<file path="config.mk">
export PLATFORM = sky130hd
export DESIGN_NAME = cbn_sqrt_pipe
export DESIGN_NICKNAME = d
export VERILOG_FILES = /design/src/design/cbn_pkg.sv /design/src/design/cbn_sqrt_pipe.sv
export SDC_FILE = /design/constraint.sdc
export NUM_CORES = 2
export LEC_CHECK = 0
export BUFFER_PORTS_ARGS = -buffer_cell sky130_fd_sc_hd__buf_2
export CAP_MARGIN = 20
export CORE_UTILIZATION = 44
export DETAILED_ROUTE_END_ITERATION = 6
export SYNTH_ARGS = -nofsm -noshare
export SYNTH_HDL_FRONTEND = slang
export SYNTH_SLANG_ARGS = --single-unit
export TNS_END_PERCENT = 100
</file>
<file path="constraint.sdc">
create_clock -name clk_i -period 2.8 [get_ports clk_i]
set_clock_uncertainty 0.2 [all_clocks]
set_input_delay 0.14 -clock clk_i [delete_from_list [all_inputs] [get_ports clk_i]]
set_output_delay 0.14 -clock clk_i [all_outputs]
set_load 0.02 [all_outputs]
</file>
<file path="src/design/cbn_pkg.sv">
// package for contact basis from normal unit
// widths, pipeline payload types and saturation helper; no dependencies
package cbn_pkg;
  localparam int FracBits  = 16;
  localparam int FieldW    = 18;
  localparam int SqW       = 2 * FieldW;
  localparam int SumW      = SqW + 1;
  localparam int RootW     = (SumW + 1) / 2;
  localparam int DivNumW   = FieldW + FracBits;
  localparam int QuotW     = DivNumW;
  localparam int ProdW     = 2 * FieldW + 1;

  localparam logic signed [FieldW-1:0] FieldMax = {1'b0, {(FieldW-1){1'b1}}};
  localparam logic signed [FieldW-1:0] FieldMin = {1'b1, {(FieldW-1){1'b0}}};

  typedef logic signed [FieldW-1:0] field_t;

  typedef struct packed {
    field_t nx;
    field_t ny;
    field_t nz;
    logic   use_x;
    logic   degen;
  } hdr_t;

  function automatic field_t sat_quot(input logic neg, input logic [QuotW-1:0] mag);
    logic [QuotW:0] lim;
    begin
      lim = {1'b0, mag};
      if (!neg) begin
        if (mag > QuotW'(FieldMax)) sat_quot = FieldMax;
        else sat_quot = field_t'(mag);
      end else begin
        if (lim > (QuotW+1)'(2 ** (FieldW-1))) sat_quot = FieldMin;
        else sat_quot = field_t'(-$signed(lim));
      end
    end
  endfunction
endpackage

</file>
<file path="src/design/cbn_sqrt_pipe.sv">
// pipelined floor integer square root, one result bit per stage
// depends on cbn_pkg
module cbn_sqrt_pipe import cbn_pkg::*; (
  input  logic             clk_i,
  input  logic             rst_ni,
  input  logic             valid_i,
  input  logic [SumW-1:0]  rad_i,
  input  hdr_t             hdr_i,
  output logic             valid_o,
  output logic [RootW-1:0] root_o,
  output hdr_t             hdr_o
);
  localparam int RadW = 2 * RootW;

  logic             vld_q  [RootW+1];
  logic [RadW-1:0]  rem_q  [RootW+1];
  logic [RootW-1:0] res_q  [RootW+1];
  logic [RadW-1:0]  rad_q  [RootW+1];
  hdr_t             hdr_q  [RootW+1];

  always_comb begin
    vld_q[0] = valid_i;
    rem_q[0] = '0;
    res_q[0] = '0;
    rad_q[0] = RadW'(rad_i);
    hdr_q[0] = hdr_i;
  end

  for (genvar s = 0; s < RootW; s++) begin : g_stage
    logic [RadW-1:0]  rem_d;
    logic [RadW-1:0]  trial;
    logic [RootW-1:0] res_d;
    always_comb begin
      rem_d = {rem_q[s][RadW-3:0], rad_q[s][RadW-1:RadW-2]};
      trial = {res_q[s], 2'b01};
      if (rem_d >= trial) begin
        rem_d = rem_d - trial;
        res_d = {res_q[s][RootW-2:0], 1'b1};
      end else begin
        res_d = {res_q[s][RootW-2:0], 1'b0};
      end
    end
    always_ff @(posedge clk_i or negedge rst_ni) begin
      if (!rst_ni) vld_q[s+1] <= 1'b0;
      else vld_q[s+1] <= vld_q[s];
    end
    always_ff @(posedge clk_i) begin
      rem_q[s+1] <= rem_d;
      res_q[s+1] <= res_d;
      rad_q[s+1] <= {rad_q[s][RadW-3:0], 2'b00};
      hdr_q[s+1] <= hdr_q[s];
    end
  end

  assign valid_o = vld_q[RootW];
  assign root_o  = res_q[RootW];
  assign hdr_o   = hdr_q[RootW];
endmodule

</file>
==> results.ini <==
[sta]
worst_slew_pin_slew_ns=0.9869
hold_viol=0
relSlewSlack_pct=33.28
fin_ws_ns=-0.2589
fmax_mhz=326.9
rsz0062_at_grt=yes
layout_min_cycle_time_ns=3.059
slew_viol_final=0
fin_tns_setup_ns=-18.37
setup_viol=149
fin_crit_sh_pct=109.2

[global_route]
grt_antenna_before_repair=0
grt_overflow=0
grt_first_pass_wirelength_mm=180.9
grt_max_degree=28
track_usage_pct=14.90
grt_pass1_vias=39378

[critical_path]
worstPathMaxFanout=5
worstPathRequired_ns=3.34
path_cells=inv_2, ha_4, nor4bb_4, nand4_1, o41ai_4, nor2_2, nor4b_4, or4_4, buf_4, a211oi_2, xor2_1
start_kind=flop
critPathCaptureType=flop
cp_slowest_stage_delay_ns=0.61
crit_slowest_cell=or4_4
cp.arrival_ns=3.60
worstSetupPathType=reg2reg

[detailed_routing]
vias_per_cell=4.540
drt-wirelength-per-cell_um=13.20
routed_wl_mm=112.9
ant_nets=0
drtIter0Drc=1114
drc=22
first_pass_iters=7
vias=38834

[worst_hold_path]
hold_class=reg2reg

[final_layout]
postLayoutCoreUtil_pct=60.03
diodes=0
fin_area_um2=86230
layout.nets=6788
drive_gt1_share_pct=29.95
syn_to_final_growth_pct=35.16

[placement]
pre_cts_ws_ns=-0.6140
dp_hpwl_mm=74.31
port-buffer-count=171
dpl_cell_area_um2=71820
gp_congestion=0.8672

[die]
die_y_um=382.8
die_w_um=382.8
fp-row-count=139
die_area_um2=146500
core_area_um2=143700
ioPinCount=172
start_util_pct=44.41

[synth]
syn_avg_cell_area_um2=12.17
synth_flop_cell=dfxtp_1
synthArstFlopShare_pct=0.8625
synth-edff-count=0
synth-seq-cells=2203
ys_types=95
synth_seq_area_share_pct=69.27
syn_inst=5242
synth_fp_nets=5547
syn_area_um2=63800
ys_warn_count=0

[outcome]
status=finished, violations left
violations=design-rule violations, negative setup slack

[clocking]
clk_latency_ns=0.84
tritoncts=yes
cts_max_path_buffers=3
cts_buffers=207
cts-htree-levels=4
clock_sinks=2203
clk_pin_slew_ns=0.06
clock-root-buffer=clkbuf_16

[power_and_ir_drop]
powerDensity_nw_per_um2=871.1
ir_drop_uv=826.7
p_leak_nw=37.42

[job]
cap_violations=0

==> layout by cell type, fill, tap and decap left out, types with 68 or more instances in the layout <==
cell,instances
dfxtp_1,2115
o21ai_0,130
buf_4,714
nor3_1,96
a21oi_1,125
dlygate4sd3_1,190
xor2_1,294
clkbuf_16,212
buf_2,172
xnor2_1,190
nand2_1,237
ha_1,159
nor2_1,235
inv_1,219
dfxtp_2,68
==> kinds of logic after synthesis <==
| group | Yosys count | synth area share (%) |
|---|---|---|
| AOI/OAI and AO/OA | 632 | 6.280 |
| xor gates and xnor gates | 497 | 6.823 |
| adders and majority gates | 209 | 4.099 |
| buffers and inverters | 381 | 2.642 |
| DFF | 2203 | 69.27 |
| muxes | 24 | 0.4099 |
| other | 1 | 0.005878 |
| and+or+nand+nor | 1295 | 10.47 |
==> state kept, by name, indices dropped and copies added (netlist names) <==
register and count:
hdr_o 56, rad_q 342, rem_q 588, vld_q 18, root_o 19, valid_o 1, hdr_q 1008, g_stage.trial 171
==> stage by stage <==
stage | hold slack, ns | total power, mW | instances
2_1_floorplan | -0.3556 | 41.62 | 5242
3_3_place_gp | -0.1192 | 45.01 | 7884
3_5_place_dp | -0.1169 | 45.20 | 7884
4_1_cts | 0.07955 | 75.08 | 8510
5_1_grt | 0.08659 | 78.64 | 8553
6_report | 0.09068 | 75.11 | 8553
==> synth_stat cells, drive strengths merged (76+ instances only) <==
library cell | n | share of area, %
ha | 209 | 4.1
nor4 | 106 | 1.0
xnor2 | 202 | 2.8
or3 | 76 | 0.76
a21oi | 161 | 1.3
xor2 | 295 | 4.0
dfxtp | 2184 | 69
o21ai | 189 | 1.5
buf | 80 | 0.87
inv | 248 | 1.5
nor3 | 158 | 1.3
nor2 | 294 | 1.7
nand2 | 289 | 1.7
==> worst max-delay path, delay by kind of cell, from the launching register on <==
| family | cells | cell delay, ns |
|---|---|---|
| buffers and inverters | 2 | 0.21 |
| DFF | 1 | 0.33 |
| and+or+nand+nor | 5 | 1.33 |
| AOI/OAI and AO/OA | 2 | 0.52 |
| adders and majority gates | 1 | 0.26 |
| xor gates and xnor gates | 1 | 0.16 |
==> layout make-up <==
| type | count | area, um2 |
|---|---|---|
| Tap cell | 1903 | 2381 |
| Inverter | 248 | 955.9 |
| Multi-Input combinational cell | 2659 | 21830 |
| Fill cell | 11314 | 57420 |
| Clock buffer | 283 | 5816 |
| Sequential cell | 2203 | 44290 |
| Timing Repair Buffer | 1164 | 9432 |
| Clock inverter | 93 | 1533 |
==> timing repair <==
action                                  CTS  global route
gates cloned                              9             6
setup buffers                            53            47
pin swaps                               145           191
resized for setup                       425           500
hold buffers                            190             0
endpoints found under the setup margin  339           435
endpoints found under the hold margin   113             0
==> path summary, 6_finish.rpt <==
check / slack [ns] / cells past startpoint / end / startpoint
max: -0.26 / 11 / rem_q[107] / g_stage[16].trial[3]
min: 0.09 / 0 / hdr_q[225] / hdr_q[281]
max reg2reg: -0.26 / 11 / rem_q[107] / g_stage[16].trial[3]
min reg2reg: 0.09 / 0 / hdr_q[225] / hdr_q[281]
max in group asynchronous: 1.60 / 3 / vld_q[7] / rst_ni
min in group asynchronous: 0.30 / 3 / valid_o / rst_ni
==> where the power goes <==
group	internal (mW)	total, mW	switching (mW)
Sequential	34.9	37.1	2.24
Combinational	4.90	9.22	4.32
Clock	17.0	28.7	11.7
Total	56.8	75.1	18.3
==> metal layers <==
layer  part of all wire, %  wire, um  vias to the layer above  global-route usage, %
met5                     0         0                        -                      0
met1                    38     43440                    17863                  14.98
met3                   3.6      4077                      305                  3.074
met4                   3.9      4458                        0                  6.919
li1                      -         -                    20060                      -
met2                    54     60910                      606                  28.90
Power figures use the tool's default switching activity.
